--- src/rtl/chh_pkg.sv ---
package chh_pkg;

  // cordic configuration
  localparam int CORDIC_ITERATIONS = 16;
  localparam int TBL_LEN = 24;
  localparam int TBL_IW = 5;
  localparam int CNT_W = $clog2(CORDIC_ITERATIONS);

  // datapath widths: vector magnitude grows by the cordic gain, angle stays below 2^19
  localparam int XW = 20;
  localparam int AW = 20;
  localparam int DEG_W = 9;

  localparam logic signed [AW-1:0] HALF_PI_Q16 = AW'(102944);

  // degrees = floor(floor(|z| * 1125 / 2^13) / 157), sign restored afterwards
  localparam int DEG_MUL = 1125;
  localparam int DEG_SHIFT = 13;
  localparam int DEG_DIV = 157;
  localparam int RECIP = 6678;
  localparam int RECIP_SHIFT = 20;
  localparam int MUL1_W = AW + 11;
  localparam int P_W = MUL1_W - DEG_SHIFT;
  localparam int MUL2_W = P_W + 13;
  localparam int Q_W = MUL2_W - RECIP_SHIFT;
  localparam int DEG_MAX = 180;

  // configuration registers
  localparam logic [15:0] X_OFFSET_RST = 16'hFFCE;
  localparam logic [15:0] Y_OFFSET_RST = 16'd280;
  localparam logic [15:0] HOLDOFF_RST = 16'd300;

  typedef enum logic [1:0] {
    CFG_X_OFFSET = 2'd0,
    CFG_Y_OFFSET = 2'd1,
    CFG_HOLDOFF  = 2'd2
  } cfg_idx_t;

  typedef struct packed {
    logic [7:0]  byte0;
    logic [7:0]  byte1;
    logic [7:0]  byte2;
    logic [7:0]  byte3;
    logic [7:0]  byte4;
    logic [7:0]  byte5;
    logic [31:0] now_ms;
  } frame_t;

  typedef struct packed {
    logic signed [DEG_W-1:0] heading_deg;
    logic                    updated;
    logic signed [15:0]      x_corrected;
    logic signed [15:0]      y_corrected;
    logic signed [15:0]      z_value;
  } result_t;

  typedef struct packed {
    logic                 done;
    logic signed [AW-1:0] angle;
  } cordic_status_t;

  // round(atan(2^-i) * 65536)
  function automatic logic [15:0] atan_q16(input logic [TBL_IW-1:0] i);
    logic [15:0] v;
    case (i)
      5'd0:    v = 16'd51472;
      5'd1:    v = 16'd30386;
      5'd2:    v = 16'd16055;
      5'd3:    v = 16'd8150;
      5'd4:    v = 16'd4091;
      5'd5:    v = 16'd2047;
      5'd6:    v = 16'd1024;
      5'd7:    v = 16'd512;
      5'd8:    v = 16'd256;
      5'd9:    v = 16'd128;
      5'd10:   v = 16'd64;
      5'd11:   v = 16'd32;
      5'd12:   v = 16'd16;
      5'd13:   v = 16'd8;
      5'd14:   v = 16'd4;
      5'd15:   v = 16'd2;
      5'd16:   v = 16'd1;
      default: v = 16'd0;
    endcase
    return v;
  endfunction

endpackage

--- src/rtl/compass_heading_holdoff.sv ---
// compass heading with update hold-off
//
// frame channel (frame_valid / frame_stall / frame): one magnetometer frame
// of six raw bytes plus a millisecond timestamp per item. x is bytes 0-1,
// z bytes 2-3, y bytes 4-5, big-endian. offsets are added to x and y.
// result channel (result_valid / result_stall / result): one item per frame
// with the heading in degrees, the updated flag and the corrected axes.
// cfg channel (cfg_valid / cfg_ready / cfg_index / cfg_data): x_offset,
// y_offset, holdoff_ms; always ready, unknown indexes are dropped.
// a frame whose timestamp is within holdoff_ms of the last update returns
// the held heading without running the cordic. otherwise atan2 runs on the
// iterative cordic unit, one micro-rotation per cycle, then a three stage
// degree conversion.
// one frame is in work at a time; frame_stall is high while it is.
// while the receiver stalls, the result register holds its item and a
// finished frame waits for it; no new frame is taken meanwhile.
// reset (rst, synchronous) restores the default offsets and hold-off and
// clears the held heading and last update time to zero.
module compass_heading_holdoff (
  input  logic             clk,
  input  logic             rst,
  input  logic             frame_valid,
  output logic             frame_stall,
  input  chh_pkg::frame_t  frame,
  output logic             result_valid,
  input  logic             result_stall,
  output chh_pkg::result_t result,
  input  logic             cfg_valid,
  output logic             cfg_ready,
  input  logic [1:0]       cfg_index,
  input  logic [15:0]      cfg_data
);
  import chh_pkg::*;

  typedef enum logic [2:0] {
    S_IDLE,
    S_START,
    S_CORDIC,
    S_DEG,
    S_EMIT
  } state_t;

  state_t state;

  // configuration
  logic [15:0] x_offset, y_offset, holdoff_ms;

  // state carried between frames
  logic [31:0]             last_update_ms;
  logic signed [DEG_W-1:0] held_heading;

  // the frame in work
  logic signed [15:0] item_x, item_y, item_z;
  logic [31:0]        item_now;
  logic               item_upd;

  logic               frame_accept;
  logic [15:0]        xc, yc;
  logic [31:0]        diff;
  logic               upd;
  logic               result_load;

  cordic_status_t          cordic_status;
  logic                    deg_done;
  logic signed [DEG_W-1:0] deg;

  assign cfg_ready    = 1'b1;
  assign frame_stall  = (state != S_IDLE);
  assign frame_accept = frame_valid && !frame_stall;
  assign result_load  = (state == S_EMIT) && (!result_valid || !result_stall);

  always_comb begin
    xc   = {frame.byte0, frame.byte1} + x_offset;
    yc   = {frame.byte4, frame.byte5} + y_offset;
    // signed wrapping difference, negative counts as too soon
    diff = frame.now_ms - last_update_ms;
    upd  = !diff[31] && (diff >= {16'd0, holdoff_ms});
  end

  // register writes
  always_ff @(posedge clk) begin
    if (rst) begin
      x_offset   <= X_OFFSET_RST;
      y_offset   <= Y_OFFSET_RST;
      holdoff_ms <= HOLDOFF_RST;
    end else if (cfg_valid && cfg_ready) begin
      case (cfg_index)
        CFG_X_OFFSET: x_offset   <= cfg_data;
        CFG_Y_OFFSET: y_offset   <= cfg_data;
        CFG_HOLDOFF:  holdoff_ms <= cfg_data;
        default: ;
      endcase
    end
  end

  // single cordic unit, started in the cycle after the frame is latched
  chh_cordic u_cordic (
    .clk    (clk),
    .rst    (rst),
    .start  (state == S_START),
    .x_in   (item_x),
    .y_in   (item_y),
    .status (cordic_status)
  );

  // radians in q4.16 to whole degrees
  chh_deg u_deg (
    .clk   (clk),
    .rst   (rst),
    .start (cordic_status.done),
    .angle (cordic_status.angle),
    .done  (deg_done),
    .deg   (deg)
  );

  // sequencer, heading state and result register
  always_ff @(posedge clk) begin
    if (rst) begin
      state          <= S_IDLE;
      result_valid   <= 1'b0;
      last_update_ms <= '0;
      held_heading   <= '0;
    end else begin
      // taken item leaves unless a new one replaces it in the same cycle
      if (result_valid && !result_stall && !result_load) begin
        result_valid <= 1'b0;
      end
      case (state)
        S_IDLE: begin
          if (frame_accept) begin
            item_x   <= xc;
            item_y   <= yc;
            item_z   <= {frame.byte2, frame.byte3};
            item_now <= frame.now_ms;
            item_upd <= upd;
            state    <= upd ? S_START : S_EMIT;
          end
        end
        S_START: state <= S_CORDIC;
        S_CORDIC: begin
          if (cordic_status.done) begin
            state <= S_DEG;
          end
        end
        S_DEG: begin
          if (deg_done) begin
            held_heading   <= deg;
            last_update_ms <= item_now;
            state          <= S_EMIT;
          end
        end
        S_EMIT: begin
          // wait for the result register to free up
          if (result_load) begin
            result_valid       <= 1'b1;
            result.heading_deg <= held_heading;
            result.updated     <= item_upd;
            result.x_corrected <= item_x;
            result.y_corrected <= item_y;
            result.z_value     <= item_z;
            state              <= S_IDLE;
          end
        end
        default: state <= S_IDLE;
      endcase
    end
  end

  // the cordic only finishes while the sequencer waits for it
  a_cordic_done_in_state: assert property (@(posedge clk) disable iff (rst)
    cordic_status.done |-> state == S_CORDIC)
    else $error("cordic finished outside its wait state");

  a_deg_done_in_state: assert property (@(posedge clk) disable iff (rst)
    deg_done |-> state == S_DEG)
    else $error("degree conversion finished outside its wait state");

  // a frame past the hold-off starts the cordic next
  a_update_starts_cordic: assert property (@(posedge clk) disable iff (rst)
    (frame_accept && upd) |=> state == S_START)
    else $error("updating frame did not start the cordic");

  // the held heading stays within half a turn
  a_heading_range: assert property (@(posedge clk) disable iff (rst)
    (held_heading <= DEG_W'(DEG_MAX)) && (held_heading >= -DEG_W'(DEG_MAX)))
    else $error("held heading out of range");

endmodule

--- src/rtl/chh_cordic.sv ---
module chh_cordic (
  input  logic                  clk,
  input  logic                  rst,
  input  logic                  start,
  input  logic signed [15:0]    x_in,
  input  logic signed [15:0]    y_in,
  output chh_pkg::cordic_status_t status
);
  import chh_pkg::*;

  logic signed [XW-1:0] x, y;
  logic signed [AW-1:0] z;
  logic [CNT_W-1:0]     cnt;
  logic                 busy;
  logic                 zero_vec;
  logic                 done;

  logic signed [XW-1:0] xs, ys, dx, dy;
  logic signed [AW-1:0] step_angle;

  always_comb begin
    xs = XW'(x_in);
    ys = XW'(y_in);
    dx = y >>> cnt;
    dy = x >>> cnt;
    step_angle = AW'(atan_q16(TBL_IW'(cnt)));
  end

  always_ff @(posedge clk) begin
    if (rst) begin
      busy <= 1'b0;
      done <= 1'b0;
      cnt  <= '0;
    end else begin
      done <= 1'b0;
      if (start) begin
        busy     <= 1'b1;
        cnt      <= '0;
        zero_vec <= (x_in == 16'sd0) && (y_in == 16'sd0);
        // pre-rotate into the right half plane
        if (x_in < 0) begin
          if (y_in >= 0) begin
            x <= ys;
            y <= -xs;
            z <= HALF_PI_Q16;
          end else begin
            x <= -ys;
            y <= xs;
            z <= -HALF_PI_Q16;
          end
        end else begin
          x <= xs;
          y <= ys;
          z <= '0;
        end
      end else if (busy) begin
        if (y >= 0) begin
          x <= x + dx;
          y <= y - dy;
          z <= z + step_angle;
        end else begin
          x <= x - dx;
          y <= y + dy;
          z <= z - step_angle;
        end
        cnt <= cnt + 1'b1;
        if (cnt == CNT_W'(CORDIC_ITERATIONS - 1)) begin
          busy <= 1'b0;
          done <= 1'b1;
        end
      end
    end
  end

  assign status.done  = done;
  assign status.angle = zero_vec ? '0 : z;

endmodule

--- src/rtl/chh_deg.sv ---
module chh_deg (
  input  logic                          clk,
  input  logic                          rst,
  input  logic                          start,
  input  logic signed [chh_pkg::AW-1:0] angle,
  output logic                          done,
  output logic signed [chh_pkg::DEG_W-1:0] deg
);
  import chh_pkg::*;

  logic              v1, v2;
  logic              neg1, neg2;
  logic [P_W-1:0]    p1, p2;
  logic [Q_W-1:0]    q0;

  logic [AW-1:0]     mag;
  logic [MUL1_W-1:0] prod1;
  logic [MUL2_W-1:0] prod2;
  logic [P_W-1:0]    rem;
  logic [Q_W-1:0]    q, qc;

  always_comb begin
    mag   = (angle < 0) ? AW'(-angle) : AW'(angle);
    prod1 = MUL1_W'(mag) * MUL1_W'(DEG_MUL);
    prod2 = MUL2_W'(p1) * MUL2_W'(RECIP);
    rem   = p2 - P_W'(q0) * P_W'(DEG_DIV);
    q     = (rem >= P_W'(DEG_DIV)) ? q0 + 1'b1 : q0;
    qc    = (q > Q_W'(DEG_MAX)) ? Q_W'(DEG_MAX) : q;
  end

  always_ff @(posedge clk) begin
    if (rst) begin
      v1   <= 1'b0;
      v2   <= 1'b0;
      done <= 1'b0;
    end else begin
      v1   <= start;
      v2   <= v1;
      done <= v2;
    end
    neg1 <= angle < 0;
    p1   <= prod1[MUL1_W-1:DEG_SHIFT];
    neg2 <= neg1;
    p2   <= p1;
    q0   <= prod2[MUL2_W-1:RECIP_SHIFT];
    deg  <= neg2 ? -DEG_W'(qc) : DEG_W'(qc);
  end

endmodule

--- config.mk ---
export PLATFORM = sky130hd
export DESIGN_NAME = compass_heading_holdoff
export DESIGN_NICKNAME = d
export VERILOG_FILES = /design/src/rtl/chh_pkg.sv /design/src/rtl/compass_heading_holdoff.sv /design/src/rtl/chh_cordic.sv /design/src/rtl/chh_deg.sv
export SDC_FILE = /design/constraint.sdc
export NUM_CORES = 2
export LEC_CHECK = 0
export BUFFER_PORTS_ARGS = -buffer_cell sky130_fd_sc_hd__buf_2
export CORE_AREA = 4 4 223 225
export DETAILED_ROUTE_END_ITERATION = 7
export DIE_AREA = 0 0 227 229
export PLACE_DENSITY = 0.88
export SYNTH_ARGS = -nofsm -noshare
export SYNTH_HDL_FRONTEND = slang
export SYNTH_HIERARCHICAL = 1
export SYNTH_SLANG_ARGS = --single-unit
--- constraint.sdc ---
create_clock -name clk -period 11.03 [get_ports clk]
set_clock_uncertainty 0.15 [all_clocks]
set_input_delay 1.103 -clock clk [delete_from_list [all_inputs] [get_ports clk]]
set_output_delay 1.103 -clock clk [all_outputs]
set_load 0.01 [all_outputs]
Word-level counts from Yosys, hierarchy flattened
Memories as Yosys holds them, arrays and structs flattened. A register that Yosys moved wholly into a read port is not among the register bits.
Cells that the tools add are included.
- add/subtract/negate cells: 16
- multipliers: 3
- order comparisons: 7
- equal/unequal tests: 11
- shift operators: 2
- muxes and demuxes: 35
- bitwise gates (word level): 2
- reductions and logical operators: 29
- operators by type and width (operator ; count):
    $mux W20 ; 17
    $add A20 B20 Y20 ; 2
    $neg A16 Y20 ; 2
    $sshr A20 B4 Y20 ; 2
    $sub A20 B20 Y20 ; 2
    $add A16 B16 Y16 ; 2
    $ge A32 B16 Y1 ; 1
    $logic_not A16 Y1 ; 2
    $sub A32 B32 Y32 ; 1
    $mul A20 B11 Y31 const B ; 1
    $mul A18 B12 Y30 const B ; 1
    $add A20 B17 Y20 ; 1
    $ge A20 B1 Y1 const B ; 1
    $lt A20 B1 Y1 const B ; 1
    $neg A20 Y20 ; 1
    $sub A20 B17 Y20 ; 1
    $ge A18 B8 Y1 const B ; 1
    $mul A11 B8 Y18 const B ; 1
    $mux W9 ; 2
    $sub A18 B18 Y18 ; 1
    $ge A16 B1 Y1 const B ; 1
    $lt A16 B1 Y1 const B ; 1
    $mux W3 ; 5
    $pmux W3 S5 ; 1
    28 further kinds ; 54
- bits in registers: 360
- memory bits (read-only): 256
- bits of input ports: 103
- output and inout port bits: 61
- logic and storage cells: 139
- memories: 1
- memory list (name ; depth ; width ; read ports ; clocked after memory_dff ; wr ports ; RTL line ; RTL):
    (name not given) ; 16 ; 16 ; 1 ; 1 ; 0 ; chh_pkg.sv:65 ; case (i)

Depth between registers and ports, before layout
- depth in word-level cells: 8
- gate-level depth with buffers: 28
- depth with buffers taken out: 26

Cells and area by module
The synthesis kept the hierarchy.
- modules (own cells, without submodules) (module ; instances ; cells an instance ; area an instance (µm²) ; sequential area each (µm²)):
    chh_deg ; 1 ; 1218 ; 11277.1 ; 1221.2
    compass_heading_holdoff ; 1 ; 1077 ; 11123.2 ; 6035.8
    chh_cordic ; 1 ; 1232 ; 10287.4 ; 2272.2

Worst setup path before layout
No wires, ideal clock.
- path type: reg2reg
- start point: register u_deg.q0[4]
- end point: register u_deg/deg[6] (netlist name)
- setup time: 0.123 ns
- arrival: 6.317 ns
- required time: 10.757 ns
- setup slack: 4.440 ns
- cell stages (with the launch flop): 28
- path buffers: 1
- clock period less this slack: 6.590 ns
- cells stage by stage: dfxtp_1 -> inv_1 -> fa_1 -> inv_1 -> ha_1 -> inv_1 -> fa_1 -> inv_1 -> fa_1 -> inv_1 -> ha_1 -> buf_6 -> a211o_1 -> a211oi_2 -> a211oi_1 -> nor4_2 -> nor2_1 -> a2111oi_4 -> a31oi_1 -> xnor2_1 -> a211o_1 -> a21oi_4 -> nand2_2 -> or2_1 -> ha_1 -> nor2b_1 -> a41oi_1 -> xnor2_1
- cells in the longest elaborated chain, start to end: 8
- elaborated cells on any way between the ends: 9
- classes of those cells: 3 x add/sub; 1 x mul; 2 x order compare; 3 x mux
- RTL lines (item ; RTL line ; RTL):
    start: declaration ; chh_deg.sv:14 ; logic [Q_W-1:0] q0;
    start signal: assignment ; chh_deg.sv:45 ; q0 <= prod2[MUL2_W-1:RECIP_SHIFT];
    $mul A11 B8 Y18 ; chh_deg.sv:26 ; rem = p2 - P_W'(q0) * P_W'(DEG_DIV);
    $sub A18 B18 Y18 ; chh_deg.sv:26 ;
    $ge A18 B8 Y1 ; chh_deg.sv:27 ; q = (rem >= P_W'(DEG_DIV)) ? q0 + 1'b1 : q0;
    $mux W11 (*) ; chh_deg.sv:27 ;
    $gt A11 B8 Y1 ; chh_deg.sv:28 ; qc = (q > Q_W'(DEG_MAX)) ? Q_W'(DEG_MAX) : q;
    $mux W9 (*) ; chh_deg.sv:28 ;
    $neg A9 Y9 ; chh_deg.sv:46 ; deg <= neg2 ? -DEG_W'(qc) : DEG_W'(qc);
    $mux W9 (*) ; chh_deg.sv:46 ;
    end signal: assignment ; chh_deg.sv:46 ;
    end: declaration ; chh_deg.sv:7 ; output logic signed [chh_pkg::DEG_W-1:0] deg
Mark *: on every way between the ends. The rest lies on a longest branch, timed or not.
A chain may end at the register's enable or synchronous reset.

==> run_results.csv <==
group,metric,value,unit
clock_network,clockBufferDepth,3,
grt,grt-ovfl-total,0,
grt,grt_pass1_wl,134000,um
finish,stdcell_area,0.0353,mm^2
sta,fin_ws,3.38,ns
yosys,synth_warnings,6,
job,maxCapViolations,0,
yosys,yosys.cell_types.count,109,
setup_path,r2r_slack,3.38,ns
setup_path,max_stage_delay,0.98,ns
setup_path,crit_chain,"nor2b_1, o41ai_1, xnor2_1, ha_1, ha_1, inv_1, fa_1, inv_1, fa_1, fa_1, ha_1, nand3_1, nor4_1, o21ai_1, o21ai_0, nand2_1, o21ai_1, a21boi_0, nand2b_1, a221oi_1",
min_path,hold_depth,0,
setup_path,cp-end-kind,"flip-flop",
yosys,synth_nets,4195,
sta,finalSetupTns,0,ns
sta,finalHoldViolCount,0,
yosys,syn_area,0.0327,mm^2
die,die-area,0.0520,mm^2
setup_path,worst-path-buf-inv,2,
clock_network,clkTransAtPathRegs,0.06,ns
yosys,synth_area_leaders,"edfxtp_1 (18%), ha_1 (16%), dfxtp_1 (11%), fa_1 (8.4%), inv_1 (5.2%)",
setup_path,path_max_fanout,20,
min_path,hold_path.class,"flip-flop to flip-flop",
clock_network,clock-sinks,376,
placement,place_congestion,0.966,
sta,post-route-min-period,7.65,ns
yosys,synthFlopType,"edfxtp_1",
yosys,yosysTopAreaCell,"edfxtp_1",
setup_path,critical_path_arrival,7.97,ns
clock_network,cts_resized,0,
yosys,ys_ff_latch,376,
detailed_routing,avgViaCountPerCell,6.21,
setup_path,cp_top_family,"adder cells",
setup_path,critPathLaunchType,"flip-flop",
die,die_h,229,um
yosys,synthMostInstantiatedCell,"inv_1",
min_path,min_to,"u_deg/neg2$_DFF_P_",
yosys,postSynthAreaPerCell,9.27,um^2
detailed_routing,drt-total-wl,83800,um
detailed_routing,vias,26600,
setup_path,required,11.35,ns
clock_network,htreeDepth,2,
finish,final_util,0.742,
grt,grt_max_degree,88,
sta,fin_crit_sh,0.693,
sta,slew_viol_final,0,
sta,worst_slew_pin_slew,1.15,ns
yosys,netlist_instances,3527,
detailed_routing,drt_iter0_drc,2575,
sta,max_freq,131,MHz
sta,rsz0062_at_grt,"no",
clock_network,ctsHoldBuffers,0,
run_status,status,"finished clean",
detailed_routing,drc,0,
finish,layout.nets,4296,
min_path,hold_start,"u_deg/neg1$_DFF_P_",
detailed_routing,routedWlPerCell,19.6,um
die,coreArea,0.0475,mm^2
yosys,seq_area_frac_synth,0.292,
yosys,synth_edf_count,200,
placement,dpl-instance-area,0.0338,mm^2
die,die_w,227,um
die,pin_count,164,
detailed_routing,ant_nets,0,
yosys,async_reset_ff_frac,0,
detailed_routing,drt-pass1-iter-count,6,
setup_path,reg2reg_from,"u_cordic/zero_vec$_DFFE_PP_",
grt,grt_usage,0.317,
setup_path,critPathKind,"flip-flop to flip-flop",
clock_network,clock_latency,0.60,ns
clock_network,cts_made_buffers,40,
die,rows,80,
grt,antenna_found_initial,17,
setup_path,ff2ff_path_depth,20,
clock_network,cts_tree,"built",
grt,grt_pass1_vias,26100,
yosys,ys_top_cells_by_count,"inv_1 (452), ha_1 (428), nand2_1 (325)",
setup_path,rr_endpoint,"u_deg/p1[14]$_DFF_P_",
clock_network,cts_root_buffer,"clkbuf_16",
die,start_util,0.688,
placement,pre_cts_slack,3.46,ns
setup_path,worst_path_max_delay_cell,"nor2b_1",
finish,area_growth,7.88,%
placement,hpwl,63300,um
yosys,synth_top_area_frac,0.184,
sta,max-slew-margin-rel,0.231,
clock_network,cts_setup_buffers,0,
sta,finalSetupViolations,0,
finish,layout-drive-gt1-share,0.0943,
placement,io_buffers,162,
-- worst register-to-register path: cells and delay by family, from the launching register on --
kind,cells,cell delay (ns)
fa+ha+maj,6,2.53
simple gates,5,1.85
compound gates,6,1.65
flops,1,0.65
xor+xnor,1,0.62
buf+inv,2,0.12
-- routing by layer --
| layer | part of all wire | up-vias | wire, um | global-route usage |
|---|---|---|---|---|
| met2 | 0.46 | 1226 | 38500 | 0.506 |
| met4 | 0.044 | 14 | 3670 | 0.123 |
| met3 | 0.088 | 262 | 7370 | 0.0695 |
| li1 | - | 12500 | - | - |
| met1 | 0.41 | 12600 | 34200 | 0.424 |
| met5 | 0.0012 | - | 97 | 0 |
-- kinds of logic (layout without fill, tap and decap cells) --
family / after synthesis / in the layout / share of synthesized area
buffers and inverters: 572 / 705 / 0.0696
muxes: 94 / 94 / 0.0372
DFF: 376 / 376 / 0.292
xor gates and xnor gates: 231 / 231 / 0.0619
adders and majority gates: 565 / 565 / 0.248
and+or+nand+nor: 897 / 897 / 0.134
AOI/OAI and AO/OA: 791 / 791 / 0.158
other: 1 / 9 / 0.000115
-- area by class of cell --
| class | count | area [um^2] |
|---|---|---|
| fillers | 3227 | 12300 |
| clock inverters | 28 | 338 |
| repair buffers | 176 | 918 |
| clock buffers | 46 | 1070 |
| inverters | 455 | 1710 |
| multi-input cells | 2579 | 20900 |
| diodes | 8 | 20.0 |
| well taps | 615 | 769 |
| flip-flops and latches | 376 | 9530 |
-- cell usage in the layout, fill, tap and decap left out, drive strengths merged, types with 137 or more instances in the layout --
| master | instances |
|---|---|
| inv | 457 |
| ha | 428 |
| nand2 | 329 |
| a21oi | 242 |
| edfxtp | 200 |
| nor2 | 194 |
| dfxtp | 176 |
| buf | 176 |
| o21ai | 168 |
| xnor2 | 156 |
| fa | 137 |
-- metrics by stage --
step           hold WS (ns)  std cells
5_1_grt               0.247       4282
4_1_cts               0.237       4275
6_report              0.265       4283
3_5_place_dp          0.238       4201
3_3_place_gp          0.241       4201
2_1_floorplan         0.160       3527
-- state kept, by name (all words and copies together) (netlist names), 3 cells and up --
| register | flops |
|---|---|
| held_heading | 9 |
| holdoff_ms | 16 |
| item_now | 32 |
| item_x | 16 |
| item_y | 16 |
| item_z | 16 |
| last_update_ms | 32 |
| result | 58 |
| state | 3 |
| u_cordic/cnt | 4 |
| u_cordic/step_angle | 16 |
| u_cordic/x | 20 |
| u_cordic/y | 20 |
| u_cordic/z | 20 |
| u_deg/deg | 9 |
| u_deg/p1 | 18 |
| u_deg/p2 | 18 |
| u_deg/q0 | 11 |
| x_offset | 16 |
| y_offset | 16 |
-- worst max-delay path by stage --
stage | startpoint | to | slack (ns) | cells after the start
floorplan | u_deg/q0[4]$_DFF_P_ | u_deg/deg[6]$_DFF_P_ | 4.44 | 27
global placement | u_deg/q0[5]$_DFF_P_ | u_deg/deg[8]$_DFF_P_ | 3.86 | 26
detailed placement | u_cordic/zero_vec$_DFFE_PP_ | u_deg/p1[14]$_DFF_P_ | 3.46 | 21
CTS | u_cordic/zero_vec$_DFFE_PP_ | u_deg/p1[14]$_DFF_P_ | 3.44 | 21
global route | u_cordic/zero_vec$_DFFE_PP_ | u_deg/p1[14]$_DFF_P_ | 2.78 | 21
finish | u_cordic/zero_vec$_DFFE_PP_ | u_deg/p1[14]$_DFF_P_ | 3.38 | 20
Power is not shown: default switching activity piles up to over one toggle a cycle in this logic, so the estimate is an artifact.
